[src/rtl/vlan_tag_strip_insert_unit_assert.svh]
// ----------------------------------------------------------------------------
// vlan tag strip / insert assertion macros
// concurrent checks clocked on clk and disabled while rst_n is low
// ----------------------------------------------------------------------------
`ifndef VLAN_TAG_STRIP_INSERT_UNIT_ASSERT_SVH
`define VLAN_TAG_STRIP_INSERT_UNIT_ASSERT_SVH

// same-cycle implication
`define VTSI_ASSERT_SAME(label, ante, cons) \
    label: assert property (@(posedge clk) disable iff (!rst_n) (ante) |-> (cons)) \
        else $error("vtsi same-cycle check failed");

// next-cycle implication
`define VTSI_ASSERT_NEXT(label, ante, cons) \
    label: assert property (@(posedge clk) disable iff (!rst_n) (ante) |=> (cons)) \
        else $error("vtsi next-cycle check failed");

`endif

[src/rtl/vtsi_pkg.sv]
// ----------------------------------------------------------------------------
// vtsi_pkg
// shared types and constants of the vlan tag strip / insert unit
// ----------------------------------------------------------------------------
package vtsi_pkg;

    // command codes
    localparam logic CMD_STRIP  = 1'b0;
    localparam logic CMD_INSERT = 1'b1;

    // tag protocol identifier bytes
    localparam logic [7:0] TPID_HI = 8'h81;
    localparam logic [7:0] TPID_LO = 8'h00;

    // byte positions within a frame
    localparam logic [4:0] TPID_LO_POS    = 5'd13;  // second tpid byte
    localparam logic [4:0] INS_PASS_POS   = 5'd14;  // insert: pass-through from here
    localparam logic [4:0] INNER_TYPE_POS = 5'd16;  // strip: first byte after tag
    localparam logic [4:0] STRIP_TAIL_POS = 5'd17;  // strip: decision byte
    localparam logic [4:0] POS_SAT        = 5'd18;  // position counter saturation

    // header hold buffer
    localparam int         HOLD_DEPTH    = 14;
    localparam int         HOLD_IDX_W    = $clog2(HOLD_DEPTH);
    localparam logic [HOLD_IDX_W-1:0] HOLD_TYPE_IDX = HOLD_IDX_W'(12);

    // header burst lengths
    localparam logic [4:0] STRIP_BURST_LEN  = 5'd14;
    localparam logic [4:0] INSERT_BURST_LEN = 5'd18;

    typedef enum logic [1:0] {
        ST_OK             = 2'd0,
        ST_NOT_TAGGED     = 2'd1,
        ST_TOO_SHORT      = 2'd2,
        ST_ALREADY_TAGGED = 2'd3
    } status_t;

    typedef enum logic [1:0] {
        ACT_NONE,
        ACT_SINGLE,
        ACT_BURST
    } act_kind_t;

    typedef struct packed {
        logic [7:0]  data_byte;
        logic        last_byte;
        logic        command;
        logic [11:0] tag_vlan_id;
        logic [2:0]  tag_priority;
    } in_item_t;

    typedef struct packed {
        logic [7:0] out_byte;
        logic       out_last;
        status_t    status;
    } out_item_t;

    // what one input item causes on the result side
    typedef struct packed {
        act_kind_t kind;
        logic      mode;
        out_item_t item;  // single result, or burst tail
    } core_act_t;

    // header data read by the burst sequencer
    typedef struct packed {
        logic [7:0]  hold_byte;
        logic [15:0] tci;
    } burst_src_t;

endpackage

[src/rtl/vlan_tag_strip_insert_unit.sv]
// ----------------------------------------------------------------------------
// vlan_tag_strip_insert_unit
// 802.1q vlan tag strip / insert on a byte-wide ethernet frame stream
// ----------------------------------------------------------------------------
// usage:
//   in channel  (in_valid / in_ready / in_item) carries one frame byte per item
//   with its last flag; command, vid and pcp are sampled on a frame's first byte.
//   out channel (out_valid / out_ready / out_item) carries rewritten bytes, or
//   a single error item (zero byte, last set, nonzero status) for a bad frame.
// path: an item enters the input register at its accepting edge, and its
//   result enters the result register at the edge where the core takes it,
//   from where it is offered on the out channel.
// throughput: 1 item per cycle for pass-through bytes while out_ready is high.
//   header bytes are held and give no result; the decision byte releases a
//   header burst of 14 (strip) or 18 (insert) results, one per cycle while
//   out_ready is high, during which no new item reaches the core.
// stall: when out_ready is low the result holds; the input register still
//   takes one more item, then in_ready drops until results drain.
// reset: clears the frame position, discard flag and both valid flags; the
//   next item accepted is the first byte of a frame.
// ----------------------------------------------------------------------------
module vlan_tag_strip_insert_unit
    import vtsi_pkg::*;
(
    input  logic      clk,
    input  logic      rst_n,
    input  logic      in_valid,
    output logic      in_ready,
    input  in_item_t  in_item,
    output logic      out_valid,
    input  logic      out_ready,
    output out_item_t out_item
);

    logic                  take;
    logic                  core_ready;
    in_item_t              item;
    core_act_t             act;
    burst_src_t            src;
    logic [HOLD_IDX_W-1:0] rd_idx;

    // input register
    vtsi_in_stage u_in_stage (
        .clk        (clk),
        .rst_n      (rst_n),
        .in_valid   (in_valid),
        .in_ready   (in_ready),
        .in_item    (in_item),
        .core_ready (core_ready),
        .take       (take),
        .item       (item)
    );

    // frame state and decision
    vtsi_core u_core (
        .clk    (clk),
        .rst_n  (rst_n),
        .take   (take),
        .item   (item),
        .act    (act),
        .rd_idx (rd_idx),
        .src    (src)
    );

    // result register and burst sequencer
    vtsi_out_stage u_out_stage (
        .clk        (clk),
        .rst_n      (rst_n),
        .take       (take),
        .act        (act),
        .src        (src),
        .rd_idx     (rd_idx),
        .core_ready (core_ready),
        .out_valid  (out_valid),
        .out_ready  (out_ready),
        .out_item   (out_item)
    );

endmodule

[src/rtl/vtsi_in_stage.sv]
// ----------------------------------------------------------------------------
// vtsi_in_stage
// input register of the unit, handing one item per cycle to the frame core while the core is ready
// ----------------------------------------------------------------------------
module vtsi_in_stage
    import vtsi_pkg::*;
(
    input  logic     clk,
    input  logic     rst_n,
    input  logic     in_valid,
    output logic     in_ready,
    input  in_item_t in_item,
    input  logic     core_ready,
    output logic     take,
    output in_item_t item
);

    logic     valid_reg;
    logic     valid_next;
    in_item_t item_reg;

    // core consumes the held item when the result side has room and no burst is being sent
    assign take     = valid_reg && core_ready;
    assign in_ready = !valid_reg || take;
    assign item     = item_reg;

    always_comb
    begin
        valid_next = valid_reg;
        if (in_valid && in_ready)
        begin
            valid_next = 1'b1;
        end
        else if (take)
        begin
            valid_next = 1'b0;
        end
    end

    // control register
    always_ff @(posedge clk or negedge rst_n)
    begin
        if (!rst_n)
        begin
            valid_reg <= 1'b0;
        end
        else
        begin
            valid_reg <= valid_next;
        end
    end

    // payload register
    always_ff @(posedge clk)
    begin
        if (in_valid && in_ready)
        begin
            item_reg <= in_item;
        end
    end

endmodule

[src/rtl/vtsi_core.sv]
// ----------------------------------------------------------------------------
// vtsi_core
// per-frame state, header hold buffer and the strip / insert decision
// ----------------------------------------------------------------------------
`include "vlan_tag_strip_insert_unit_assert.svh"

module vtsi_core
    import vtsi_pkg::*;
(
    input  logic                  clk,
    input  logic                  rst_n,
    input  logic                  take,
    input  in_item_t              item,
    output core_act_t             act,
    input  logic [HOLD_IDX_W-1:0] rd_idx,
    output burst_src_t            src
);

    logic [4:0]            pos_reg;
    logic [4:0]            pos_next;
    logic                  discard_reg;
    logic                  discard_next;
    logic                  mode_reg;
    logic [11:0]           vid_reg;
    logic [2:0]            pcp_reg;
    logic [7:0]            hold_reg [HOLD_DEPTH];

    logic                  first;
    logic                  mode;
    logic                  tpid_hit;
    logic                  fail;
    status_t               fail_st;
    logic                  hold_we;
    logic [HOLD_IDX_W-1:0] hold_widx;
    logic                  burst_at_decision;

    // header read port for the burst sequencer
    assign src.hold_byte = hold_reg[rd_idx];
    assign src.tci       = {pcp_reg, 1'b0, vid_reg};

    assign first    = (pos_reg == 5'd0);
    assign mode     = first ? item.command : mode_reg;
    assign tpid_hit = (hold_reg[HOLD_TYPE_IDX] == TPID_HI) && (item.data_byte == TPID_LO);

    // frame decision for the current item
    always_comb
    begin
        act.kind          = ACT_NONE;
        act.mode          = mode;
        act.item.out_byte = item.data_byte;
        act.item.out_last = item.last_byte;
        act.item.status   = ST_OK;
        fail              = 1'b0;
        fail_st           = ST_OK;
        hold_we           = 1'b0;
        hold_widx         = pos_reg[HOLD_IDX_W-1:0];

        if (!discard_reg)
        begin
            if (mode == CMD_STRIP)
            begin
                if (pos_reg >= POS_SAT)
                begin
                    act.kind = ACT_SINGLE;
                end
                else if (pos_reg < TPID_LO_POS)
                begin
                    hold_we = 1'b1;
                    if (item.last_byte)
                    begin
                        fail    = 1'b1;
                        fail_st = ST_NOT_TAGGED;
                    end
                end
                else if (pos_reg == TPID_LO_POS)
                begin
                    if (!tpid_hit)
                    begin
                        fail    = 1'b1;
                        fail_st = ST_NOT_TAGGED;
                    end
                    else if (item.last_byte)
                    begin
                        fail    = 1'b1;
                        fail_st = ST_TOO_SHORT;
                    end
                end
                else if (pos_reg < STRIP_TAIL_POS)
                begin
                    // first byte after the tag replaces the tpid in the header
                    if (pos_reg == INNER_TYPE_POS)
                    begin
                        hold_we   = 1'b1;
                        hold_widx = HOLD_TYPE_IDX;
                    end
                    if (item.last_byte)
                    begin
                        fail    = 1'b1;
                        fail_st = ST_TOO_SHORT;
                    end
                end
                else
                begin
                    act.kind = ACT_BURST;
                end
            end
            else
            begin
                if (pos_reg >= INS_PASS_POS)
                begin
                    act.kind = ACT_SINGLE;
                end
                else if (pos_reg < TPID_LO_POS)
                begin
                    hold_we = 1'b1;
                    if (item.last_byte)
                    begin
                        fail    = 1'b1;
                        fail_st = ST_TOO_SHORT;
                    end
                end
                else if (tpid_hit)
                begin
                    fail    = 1'b1;
                    fail_st = ST_ALREADY_TAGGED;
                end
                else
                begin
                    act.kind = ACT_BURST;
                end
            end
        end

        // error result replaces everything else
        if (fail)
        begin
            act.kind          = ACT_SINGLE;
            act.item.out_byte = 8'h00;
            act.item.out_last = 1'b1;
            act.item.status   = fail_st;
        end
    end

    // position and discard update
    always_comb
    begin
        pos_next     = pos_reg;
        discard_next = discard_reg;
        if (discard_reg || fail)
        begin
            if (item.last_byte)
            begin
                pos_next     = 5'd0;
                discard_next = 1'b0;
            end
            else
            begin
                discard_next = 1'b1;
            end
        end
        else if (item.last_byte)
        begin
            pos_next = 5'd0;
        end
        else if (pos_reg < POS_SAT)
        begin
            pos_next = pos_reg + 5'd1;
        end
    end

    // control state
    always_ff @(posedge clk or negedge rst_n)
    begin
        if (!rst_n)
        begin
            pos_reg     <= 5'd0;
            discard_reg <= 1'b0;
            mode_reg    <= CMD_STRIP;
            vid_reg     <= 12'd0;
            pcp_reg     <= 3'd0;
        end
        else if (take)
        begin
            pos_reg     <= pos_next;
            discard_reg <= discard_next;
            if (!discard_reg && first)
            begin
                mode_reg <= item.command;
                vid_reg  <= item.tag_vlan_id;
                pcp_reg  <= item.tag_priority;
            end
        end
    end

    // header hold buffer
    always_ff @(posedge clk)
    begin
        if (take && hold_we)
        begin
            hold_reg[hold_widx] <= item.data_byte;
        end
    end

    // decision byte of the current mode
    assign burst_at_decision = ((pos_reg == STRIP_TAIL_POS) && (act.mode == CMD_STRIP))
                               || ((pos_reg == TPID_LO_POS) && (act.mode == CMD_INSERT));

    // the discard flag is only ever set with the position at the second tpid byte
    `VTSI_ASSERT_SAME(a_discard_pos, discard_reg, pos_reg == TPID_LO_POS)
    // bursts start only at the decision byte of their mode
    `VTSI_ASSERT_SAME(a_burst_pos, take && (act.kind == ACT_BURST), burst_at_decision)

endmodule

[src/rtl/vtsi_out_stage.sv]
// ----------------------------------------------------------------------------
// vtsi_out_stage
// result register and header burst sequencer
// ----------------------------------------------------------------------------
`include "vlan_tag_strip_insert_unit_assert.svh"

module vtsi_out_stage
    import vtsi_pkg::*;
(
    input  logic                  clk,
    input  logic                  rst_n,
    input  logic                  take,
    input  core_act_t             act,
    input  burst_src_t            src,
    output logic [HOLD_IDX_W-1:0] rd_idx,
    output logic                  core_ready,
    output logic                  out_valid,
    input  logic                  out_ready,
    output out_item_t             out_item
);

    // insert burst positions
    localparam logic [4:0] K_TPID_HI  = 5'd12;
    localparam logic [4:0] K_TPID_LO  = 5'd13;
    localparam logic [4:0] K_TCI_HI   = 5'd14;
    localparam logic [4:0] K_TCI_LO   = 5'd15;
    localparam logic [4:0] K_INS_TYPE = 5'd16;

    logic      out_valid_reg;
    logic      out_valid_next;
    out_item_t out_item_reg;
    out_item_t out_item_next;
    logic      active_reg;
    logic      active_next;
    logic [4:0] idx_reg;
    logic [4:0] idx_next;
    logic      bmode_reg;
    logic      bmode_next;
    out_item_t tail_reg;
    out_item_t tail_next;

    logic      out_free;
    logic [4:0] k;
    logic      mode_sel;
    out_item_t tail_sel;
    logic [4:0] burst_len_m1;
    out_item_t seq;
    logic      tail_due;
    logic      tail_loaded;

    assign out_free   = !out_valid_reg || out_ready;
    assign core_ready = out_free && !active_reg;
    assign out_valid  = out_valid_reg;
    assign out_item   = out_item_reg;

    // burst position being produced
    assign k            = active_reg ? idx_reg : 5'd0;
    assign mode_sel     = active_reg ? bmode_reg : act.mode;
    assign tail_sel     = active_reg ? tail_reg : act.item;
    assign burst_len_m1 = (mode_sel == CMD_INSERT) ? (INSERT_BURST_LEN - 5'd1)
                                                   : (STRIP_BURST_LEN - 5'd1);

    // burst item at position k
    always_comb
    begin
        rd_idx = k[HOLD_IDX_W-1:0];
        if ((mode_sel == CMD_INSERT) && (k == K_INS_TYPE))
        begin
            rd_idx = HOLD_TYPE_IDX;
        end

        seq.out_byte = src.hold_byte;
        seq.out_last = 1'b0;
        seq.status   = ST_OK;

        if (k == burst_len_m1)
        begin
            seq = tail_sel;
        end
        else if (mode_sel == CMD_INSERT)
        begin
            case (k)
                K_TPID_HI: seq.out_byte = TPID_HI;
                K_TPID_LO: seq.out_byte = TPID_LO;
                K_TCI_HI:  seq.out_byte = src.tci[15:8];
                K_TCI_LO:  seq.out_byte = src.tci[7:0];
                default:   seq.out_byte = src.hold_byte;
            endcase
        end
    end

    // result register loading
    always_comb
    begin
        out_valid_next = out_valid_reg;
        out_item_next  = out_item_reg;
        active_next    = active_reg;
        idx_next       = idx_reg;
        bmode_next     = bmode_reg;
        tail_next      = tail_reg;

        if (out_free)
        begin
            out_valid_next = 1'b0;
            if (active_reg)
            begin
                out_item_next  = seq;
                out_valid_next = 1'b1;
                idx_next       = idx_reg + 5'd1;
                if (idx_reg == burst_len_m1)
                begin
                    active_next = 1'b0;
                end
            end
            else if (take && (act.kind == ACT_SINGLE))
            begin
                out_item_next  = act.item;
                out_valid_next = 1'b1;
            end
            else if (take && (act.kind == ACT_BURST))
            begin
                out_item_next  = seq;
                out_valid_next = 1'b1;
                idx_next       = 5'd1;
                active_next    = 1'b1;
                bmode_next     = act.mode;
                tail_next      = act.item;
            end
        end
    end

    // control registers
    always_ff @(posedge clk or negedge rst_n)
    begin
        if (!rst_n)
        begin
            out_valid_reg <= 1'b0;
            active_reg    <= 1'b0;
            idx_reg       <= 5'd0;
        end
        else
        begin
            out_valid_reg <= out_valid_next;
            active_reg    <= active_next;
            idx_reg       <= idx_next;
        end
    end

    // payload registers
    always_ff @(posedge clk)
    begin
        out_item_reg <= out_item_next;
        bmode_reg    <= bmode_next;
        tail_reg     <= tail_next;
    end

    // last burst position and what the result register holds after it
    assign tail_due    = active_reg && out_free && (idx_reg == burst_len_m1);
    assign tail_loaded = out_valid_reg && !active_reg && (out_item_reg == tail_reg);

    // burst index stays inside the burst of the latched mode
    `VTSI_ASSERT_SAME(a_idx_range, active_reg, (idx_reg != 5'd0) && (idx_reg <= burst_len_m1))
    // no new item reaches the core while a burst is being sent
    `VTSI_ASSERT_SAME(a_no_take_in_burst, active_reg, !take)
    // the final burst position carries the tail and ends the burst
    `VTSI_ASSERT_NEXT(a_burst_tail, tail_due, tail_loaded)

endmodule
[config.mk]
export PLATFORM = sky130hd
export DESIGN_NAME = vlan_tag_strip_insert_unit
export DESIGN_NICKNAME = d
export VERILOG_FILES = /design/src/rtl/vtsi_pkg.sv /design/src/rtl/vlan_tag_strip_insert_unit.sv /design/src/rtl/vtsi_in_stage.sv /design/src/rtl/vtsi_core.sv /design/src/rtl/vtsi_out_stage.sv
export VERILOG_INCLUDE_DIRS = /design/src /design/src/rtl
export SDC_FILE = /design/constraint.sdc
export NUM_CORES = 1
export LEC_CHECK = 0
export ABC_CLOCK_PERIOD_IN_PS = 3600
export BUFFER_PORTS_ARGS = -buffer_cell sky130_fd_sc_hd__buf_2
export CORE_UTILIZATION = 50
export CTS_CLUSTER_SIZE = 25
export DETAILED_ROUTE_END_ITERATION = 12
export GPL_TIMING_DRIVEN = 0
export PLACE_DENSITY = 0.78
export SLEW_MARGIN = 20
export SYNTH_ARGS = -nofsm -noshare
export SYNTH_HDL_FRONTEND = slang
export SYNTH_HIERARCHICAL = 1
export SYNTH_SLANG_ARGS = --single-unit
export TNS_END_PERCENT = 100
[constraint.sdc]
create_clock -name clk -period 3.6 [get_ports clk]
set_clock_uncertainty 0.1 [all_clocks]
set_input_delay 0.72 -clock clk [delete_from_list [all_inputs] [get_ports clk]]
set_output_delay 0.72 -clock clk [all_outputs]
set_load 0.05 [all_outputs]
======== Word level (Yosys, flattened, before mapping) ========
Memory sizes are Yosys's and may differ from the RTL's.
Cells that the tools add are included.
word-level totals
  register bits after elaboration ......... 78
  bits in writable memories ............... 112
  input port bits ......................... 29
  output and inout bits ................... 13
  word-level logic and storage cells ...... 154
  memories kept ........................... 1
cells by class
  add/subtract/negate cells ............... 2
  $lt $le $gt $ge ......................... 5
  equal/unequal tests ..................... 14
  multiplexer cells ....................... 81
  bitwise operators ....................... 2
  reduce and logical (&&, ||, !) cells .... 28
memory list
  memory           words  bits a word  rd ports  clocked after Yosys merged registers in  wr ports  RTL line         source
  u_core.hold_reg  14     8            2         0                                        1         vtsi_core.sv:26  logic [7:0] hold_reg [HOLD_DEPTH];
operators by type and width
  operator                                                                       number
  11-bit two-way mux                                                             5
  5-bit two-way mux                                                              9
  2-bit two-way mux                                                              21
  1-bit two-way mux                                                              34
  4-bit two-way mux                                                              8
  8-bit case mux with 4 select lines                                             1
  5-bit by 4-bit equality test with 1-bit output (second input constant)         5
  8-bit two-way mux                                                              2
  5-bit by 1-bit adder with 5-bit output (second input constant)                 2
  5-bit equality test                                                            2
  5-bit equality test (second input constant)                                    2
  5-bit less-than comparator (second input constant)                             2
  1-bit logical AND                                                              9
  8-bit equality test (second input constant)                                    1
  8-bit zero test                                                                1
  2-bit AND reduction                                                            3
  3-bit AND reduction                                                            2
  2-bit nonzero test                                                             3
  5-bit by 4-bit >= comparator with 1-bit output (second input constant)         1
  5-bit >= comparator (second input constant)                                    1
  5-bit zero test                                                                1
  5-bit by 4-bit less-than comparator with 1-bit output (second input constant)  1
  1-bit zero test                                                                4
  4-bit AND reduction                                                            1
  8 further kinds                                                                11

======== Logic depth before layout (Yosys ltp) ========
Gate-level depths: netlist of the first run.
An unclocked memory read counts as a cell.
  word-level depth ........................ 15
  mapped depth ............................ 14
  mapped depth without buffers ............ 12

======== Cells and area by module ========
The synthesis of the first run kept the hierarchy.
modules (own cells, without submodules)
  module          times used  cells an instance  area each (um2)  seq. area each (um2)
  vtsi_core       1           328                5771.8           3913.8
  vtsi_out_stage  1           139                1597.8           865.8
  vtsi_in_stage   1           30                 810.8            775.7

======== Worst setup path before layout of the first run ========
OpenSTA, ideal clock, no wires.
  path type ............................... register to register
  start point ............................. register u_core.pos_reg[1]
  end point ............................... register u_out_stage.idx_reg[4]
  arrival ................................. 3454 ps
  setup slack ............................. -30 ps
  cell stages (with the launch flop) ...... 15
  path through ............................ dfrtp_1 -> buf_2 -> inv_1 -> ha_1 -> nor4b_4 -> mux2i_2 -> o2111a_1 -> o221a_4 -> nor2_1 -> nor2_1 -> and3b_1 -> and3_1 -> clkbuf_1 -> or4_1 -> o21ai_1
RTL lines
  what                    RTL line               source
  from (decl)             vtsi_core.sv:19        logic [4:0] pos_reg;
  from (signal assigned)  vtsi_core.sv:184       pos_reg <= pos_next;
  to (signal assigned)    vtsi_out_stage.sv:145  idx_reg <= idx_next;
  to (decl)               vtsi_out_stage.sv:35   logic [4:0] idx_reg;

==> results of run 1 <==
==> cell type report <==
cell class / count / area (um2)
inverters: 12 / 45.0
fillers: 1142 / 6470
clock buffers: 18 / 429
clock inverters: 14 / 121
well taps: 216 / 270
repair buffers: 59 / 340
flip-flops and latches: 190 / 5560
multi-input cells: 276 / 2570
plain buffers: 26 / 138
==> metal layers <==
layer | wire length, um | vias to the layer above | share of wire [%] | GRT usage [%]
met5 | 0 | - | 0 | 0
met1 | 7050 | 2405 | 41 | 29.5
met2 | 8280 | 251 | 48 | 34.0
li1 | - | 2115 | - | -
met3 | 1450 | 44 | 8.4 | 5.25
met4 | 447 | 0 | 2.6 | 8.62
==> worst max path at each step <==
stage                                       start                            endpoint
floorplan           u_core/pos_reg[1]$_DFFE_PN0P_  u_out_stage/idx_reg[4]$_DFFE_PN0P_
global placement    u_core/pos_reg[1]$_DFFE_PN0P_  u_out_stage/idx_reg[4]$_DFFE_PN0P_
detailed placement  u_in_stage/item[20]$_DFFE_PP_  u_out_stage/idx_reg[4]$_DFFE_PN0P_
CTS                 u_core/pos_reg[1]$_DFFE_PN0P_    u_core/hold_reg[11][2]$_DFFE_PP_
global route        u_core/pos_reg[1]$_DFFE_PN0P_   u_out_stage/out_item[6]$_DFFE_PP_
finish              u_core/pos_reg[1]$_DFFE_PN0P_   u_out_stage/out_item[7]$_DFFE_PP_
==> critical path, cell delays in order, from the launching register on <==
cell	delay [ns]
dfrtp_1	0.41
buf_4	0.19
inv_2	0.09
ha_2	0.20
nor4b_4	0.27
mux2i_4	0.11
buf_4	0.18
a2111oi_4	0.34
o221a_4	0.26
nor2_1	0.06
nor2_2	0.17
buf_4	0.15
xor2_1	0.16
nand2_1	0.13
a21oi_4	0.36
==> repair_timing <==
action,4_1_cts,5_1_grt
resized for setup,11,20
setup buffers,10,8
setup endpoints to repair,26,137
pin swaps,0,5
==> cell families after synthesis <==
| logic type | Yosys count |
|---|---|
| buffers and inverters | 39 |
| AND/OR/NAND/NOR | 121 |
| multiplexers | 68 |
| XOR/XNOR | 3 |
| flip-flops | 190 |
| AO/OA/AOI/OAI | 69 |
| adder cells (fa/ha/maj) | 6 |
| other | 1 |
==> through the flow <==
step / util [%] / instances / instance area (um2)
3_3_place_gp: 54.5 / 762 / 8690
4_1_cts: 58.7 / 803 / 9370
2_1_floorplan: - / 505 / 8220
3_5_place_dp: 54.5 / 762 / 8690
6_report: 59.4 / 811 / 9470
5_1_grt: 59.4 / 811 / 9470
==> placed cells by master, fill, tap and decap left out, drive strengths merged, types with 11 or more instances in the layout <==
master  instances
edfxtp        160
buf            73
nor2           39
mux4           32
dfrtp          30
clkbuf         30
mux2           26
nand2          16
o21ai          16
inv            13
a21oi          12
nand3          11
==> report_power, final <==
part / leakage [nW] / switching, W / internal (W)
Sequential: 1.84 / 0.000197 / 0.00286
Clock: 0.253 / 0.000789 / 0.000950
Combinational: 1.15 / 0.00164 / 0.000988
Total: 3.24 / 0.00263 / 0.00480
==> metrics.txt, run 1 <==
outcome completed; Critical Path Fanout Max 11; Mapped Area just over 8000 um2; Tmin final 3.52 ns; starting density of the core 51.3%; post-synthesis xor/xnor area fraction less than 1%; HPWL Detailed between 10,000 and 15,000 um; post-synth top area share about three fifths; CP Class flop to flop; Post-Place Setup Slack -0.635 ns; share of layout cells above drive strength 1 between 30% and 40%; Area Growth Syn to Fin 15.8%; Commonest cells post-synth edfxtp_1 (160), nor2_1 (37), mux4_2 (32), dfrtp_1 (30), mux2_2 (26); WHS around 0.23 ns; final worst path period share a little under 100%; std cell rows 46; Boundary Pins between 40 and 50; Final Setup Violations 0; Clock Sink Count 190; initial antenna violation count 0; synthesized area per cell 16.5 um2; Setup TNS 0 ns; vias in the first global route ~4,500; DRT iter0 DRCs about 570; count leader, synth edfxtp_1; Worst VDD drop ~440 uV; Hold/Removal Path Class input pin to async pin; Synth area leaders edfxtp_1 (59%), dfrtp_1 (9.2%), mux4_2 (8.8%); post-synthesis simple-gate area fraction 8.32%; final slew viol count 0; DRC errors left 0; critical path data arrival time approximately 3.5 ns; Worst-path clk slew ~0.07 ns; GPL Wtd Cong around 0.87; Slew headroom between 50% and 60%; DRT Pass-1 Iters 5; final worst slack around 0.080 ns; via count around 4,800; GR Overflow Total 0; reg2reg path depth 14; first-pass GRT wire length 25,700 um; register bit total from synthesis between 150 and 200; Die W between 100 and 150 um; # Max-Cap Violations 0; number of synthesized flops with an enable pin between 150 and 200; post-synthesis mux area share a little over an eighth; cell count after synthesis just under 500; total power 0.00743 W; unique cell type count in the Yosys netlist 67; f_max roughly 280 MHz; top_reg_cell synth edfxtp_1; Reg2Reg Setup Slack roughly 0.080 ns; Core Box Area around 16,000 um2; largest family of logic cells by synthesized area multiplexers; CTS tree built; CP startpoint kind flop; Final Net Count roughly 600; Die Ht 130 um; maximum root-to-sink buffer count 2; cell taking the most area after synthesis edfxtp_1; Crit. End Element flop; Post-Synth Adder-Cell Area less than 1%; final-report hold violation count 0; Ys Warns 6; max reg flops 112; R2R Path End u_out_stage/out_item[7]$_DFFE_PP_; Avg WL per Cell 21.2 um; Vias/cell about 5.9; sequential share of the synthesized area 67.9%; Num CTS Buffers 17; Post-DRT Antenna Nets 0; fraction of registers with async set/reset between 10% and 20%; worst-skew pair later-pin latency roughly 0.43 ns; All-Layer GR Usage between 20% and 30%; leakage power total 3.24 nW; hold_buf cts 0; largest net degree at the start of global routing 31; Port Buffers between 40 and 50; Pwr per Cell Area ~780 nW/um2; antenna cells 0; die area roughly 17,000 um2; CTS root buffer clkbuf_16; Least-Margin Pin Slew between 0.6 and 0.7 ns; Post-Route WL ~17,000 um; Crit path required time around 3.6 ns; RSZ-0062 raised after global routing yes; H-tree depth 4; Synth Area in Compound Gates roughly 6.6%; worst r2r src u_core/pos_reg[1]$_DFFE_PN0P_
No activity file was read; power rests on OpenSTA's default activity.
==> run 2, diff against run 1 <==
ABC_AREA = 1   (was default)
==> metrics.txt, run 2 <==
synthesized area per cell 11.1 um2 (-33%); Port Buffers 41 (unchanged); commonest non-fill, non-tap cells in the layout edfxtp_1 (160), nand2_1 (124), nor2_1 (113), o21ai_0 (69), nand3_1 (51); first-pass GRT wire length 30,500 um (+19%); Post-Route WL 19,800 um (+15%); final worst path period share 93.4% (-4.4 points); Die W 134 um (+3.0%); Slew headroom 38.5% (-15 points); Crit path required time 3.68 ns (+0.09 ns); Final Net Count 887 (+44%); GPL Wtd Cong 0.885 (+2.0%); outcome completed; Vias/cell 5.66 (-4.6%); cell count after synthesis 783 (+58%); via count 6,143 (+28%); top_reg_cell synth edfxtp_1; worst-skew pair later-pin latency 0.44 ns (about the same); initial antenna violation count 0 (unchanged); worst r2r src u_out_stage/idx_reg[0]$_DFFE_PN0P_; Tmin final 3.36 ns (-0.159 ns); Pint 0.00480 W (about the same); H-tree depth 4 (unchanged); GR Overflow Total 0 (unchanged); final-report hold violation count 0 (unchanged); number of synthesized flops with an enable pin 160 (unchanged); commonest non-fill, non-tap cell in the layout edfxtp_1; R2R Path End u_out_stage/out_item[9]$_DFFE_PP_; CP top delay family buffers and inverters; Worst VDD drop 452 uV (+3.4%); Synth area leaders edfxtp_1 (55%), dfrtp_1 (8.6%), nand2_1 (5.4%); std cell rows 47 (+2.2%); critical path data arrival time 3.44 ns (-0.07 ns); fraction of registers with async set/reset 15.8% (unchanged); vias in the first global route 5,679 (+26%); HPWL Detailed 13,300 um (+16%); sequential share of the synthesized area 63.9% (-4.0 points); Crit. End Element flop; All-Layer GR Usage 23.1% (+1.5 points); post-synth top area share 55.3% (-3.4 points); total power 0.00789 W (+6.2%); Critical Path Fanout Max 10 (-1); Sw Share 39.2% (+3.8 points); crit-path max cell delay 0.48 ns (+0.07 ns); FF+latch area 5560 um2 (unchanged); CP startpoint kind flop; Die Ht 134 um (+3.0%); unique cell type count in the Yosys netlist 47 (-30%); CP Class flop to flop; clock power share 23.6% (+0.2 points); DRT iter0 DRCs 709 (+24%); Commonest cells post-synth edfxtp_1 (160), nand2_1 (125), nor2_1 (113), o21ai_0 (70), nand3_1 (51); Seq pwr share 39.8% (-1.3 points); CTS tree built; Least-Margin Pin Slew 0.919 ns (+0.228 ns); number of fill cells 1,335 (+17%); Combinational Power Share 36.6% (+1.1 points); Slowest-stage cell, CP dfrtp_1; antenna cells 0 (unchanged); Reg2Reg Setup Slack 0.24 ns (+0.16 ns); cell taking the most area after synthesis edfxtp_1; # Max-Cap Violations 0 (unchanged); leakage power total 3.81 nW (+18%); maximum root-to-sink buffer count 2 (unchanged); Post-DRT Antenna Nets 0 (unchanged); Clock Sink Count 190 (unchanged); largest net degree at the start of global routing 31 (unchanged); P_sw 0.00309 W (+17%); Area Growth Syn to Fin 13.0%; RSZ-0062 raised after global routing no; WHS 0.217 ns (-0.0163 ns); Num CTS Buffers 17 (unchanged); max reg flops 112 (unchanged); Mapped Area 8690 um2 (+6.2%); starting density of the core 51.8% (+0.53 points); Avg WL per Cell 18.2 um (-14%); Multi-input gate area 2800 um2 (+8.7%); die area 17,900 um2 (+6.1%); Pwr per Cell Area 803 nW/um2 (+2.4%); register bit total from synthesis 190 (unchanged); f_max 298 MHz (+4.7%); count leader, synth edfxtp_1; CP cell instances nand2_1, inv_1, buf_2, clkinv_1, clkbuf_1, o21ai_0, o221ai_1, nand3_1, o21ai_0, or2_2, nand3_1, a21oi_1; Core Box Area 16,800 um2 (+5.1%); Ys Warns 6 (unchanged); final slew viol count 0 (unchanged); Worst-path clk slew 0.07 ns (about the same); DRC errors left 0 (unchanged); Final Setup Violations 0 (unchanged); crit path buf inv count 4 (unchanged); share of layout cells above drive strength 1 18.3% (-15 points); CTS root buffer clkbuf_16; Boundary Pins 42 (unchanged); reg2reg path depth 12 (-2); DRT Pass-1 Iters 5 (unchanged); Hold/Removal Path Class input pin to async pin
-- run 2: what timing repair did --
item                                    in CTS  in global routing
gates resized for setup                      1                  6
setup buffers                                0                  0
endpoints found under the setup margin       5                  9
endpoints found under the hold margin        0                  0
hold buffers                                 0                  0
-- run 2: stage by stage --
stage | instance area [um2] | utilization [%] | TNS, ns | worst slack [ns] | std cells
6_report | 9820 | 58.6 | 0 | 0.239 | 1085
4_1_cts | 9810 | 58.6 | 0 | 0.0549 | 1085
3_3_place_gp | 9200 | 54.9 | -8.15 | -0.575 | 1052
2_1_floorplan | 8720 | - | 0 | 0.316 | 791
3_5_place_dp | 9230 | 55.1 | -0.804 | -0.177 | 1053
5_1_grt | 9820 | 58.6 | 0 | 0.0400 | 1085
-- run 2: layer usage --
metal  global-route usage [%]  wire length, um  part of all wire (%)  vias up
met5                        0                0                     0        -
met4                     10.7              531                   2.7        0
met3                     5.37             1760                   8.9       35
met2                     34.9             9230                    47      320
met1                     31.9             8230                    42     2921
li1                         -                -                     -     2867
-- run 2: cells by family (layout without fill, tap and decap cells) --
kind of cell / Yosys count / after routing / share of synthesized area, %
buffers and inverters: 89 / 163 / 4.49
AO/OA/AOI/OAI: 140 / 140 / 9.71
AND/OR/NAND/NOR: 337 / 337 / 18.5
adder cells (fa/ha/maj): 6 / 6 / 0.864
other: 1 / 9 / 0.0432
flip-flops: 190 / 190 / 63.9
multiplexers: 18 / 18 / 2.29
XOR/XNOR: 2 / 2 / 0.202
-- run 2: worst max-delay path by stage --
| stage | from | to | cells past startpoint | slack (ns) |
|---|---|---|---|---|
| 5_1_grt | u_out_stage/active_reg$_DFFE_PN0N_ | u_out_stage/out_item[9]$_DFFE_PP_ | 12 | 0.04 |
| 6_report | u_out_stage/idx_reg[0]$_DFFE_PN0P_ | u_out_stage/out_item[9]$_DFFE_PP_ | 12 | 0.24 |
| 4_1_cts | u_out_stage/active_reg$_DFFE_PN0N_ | u_out_stage/out_item[8]$_DFFE_PP_ | 11 | 0.05 |
| 3_3_place_gp | u_core/pos_reg[0]$_DFFE_PN0P_ | u_out_stage/idx_reg[3]$_DFFE_PN0P_ | 15 | -0.58 |
| 3_5_place_dp | u_out_stage/active_reg$_DFFE_PN0N_ | u_out_stage/out_item[7]$_DFFE_PP_ | 10 | -0.18 |
| 2_1_floorplan | u_core/pos_reg[0]$_DFFE_PN0P_ | u_out_stage/idx_reg[3]$_DFFE_PN0P_ | 16 | 0.32 |
-- run 2: cell type report --
class	instances	share of cell area [%]
plain buffers	33	1.81
clock buffers	17	4.33
clock inverters	15	1.64
inverters	56	2.19
multi-input cells	512	28.5
flip-flops and latches	190	56.6
well taps	220	2.80
repair buffers	42	2.20
-- run 2: power groups by stage --
stage	combinational (W)	clock, W	sequential, W
global route	0.00315	0.00195	0.00317
global placement	0.00274	0	0.00316
floorplan	0.00183	0	0.00333
CTS	0.00284	0.00189	0.00313
finish	0.00289	0.00186	0.00314
detailed placement	0.00281	0	0.00317
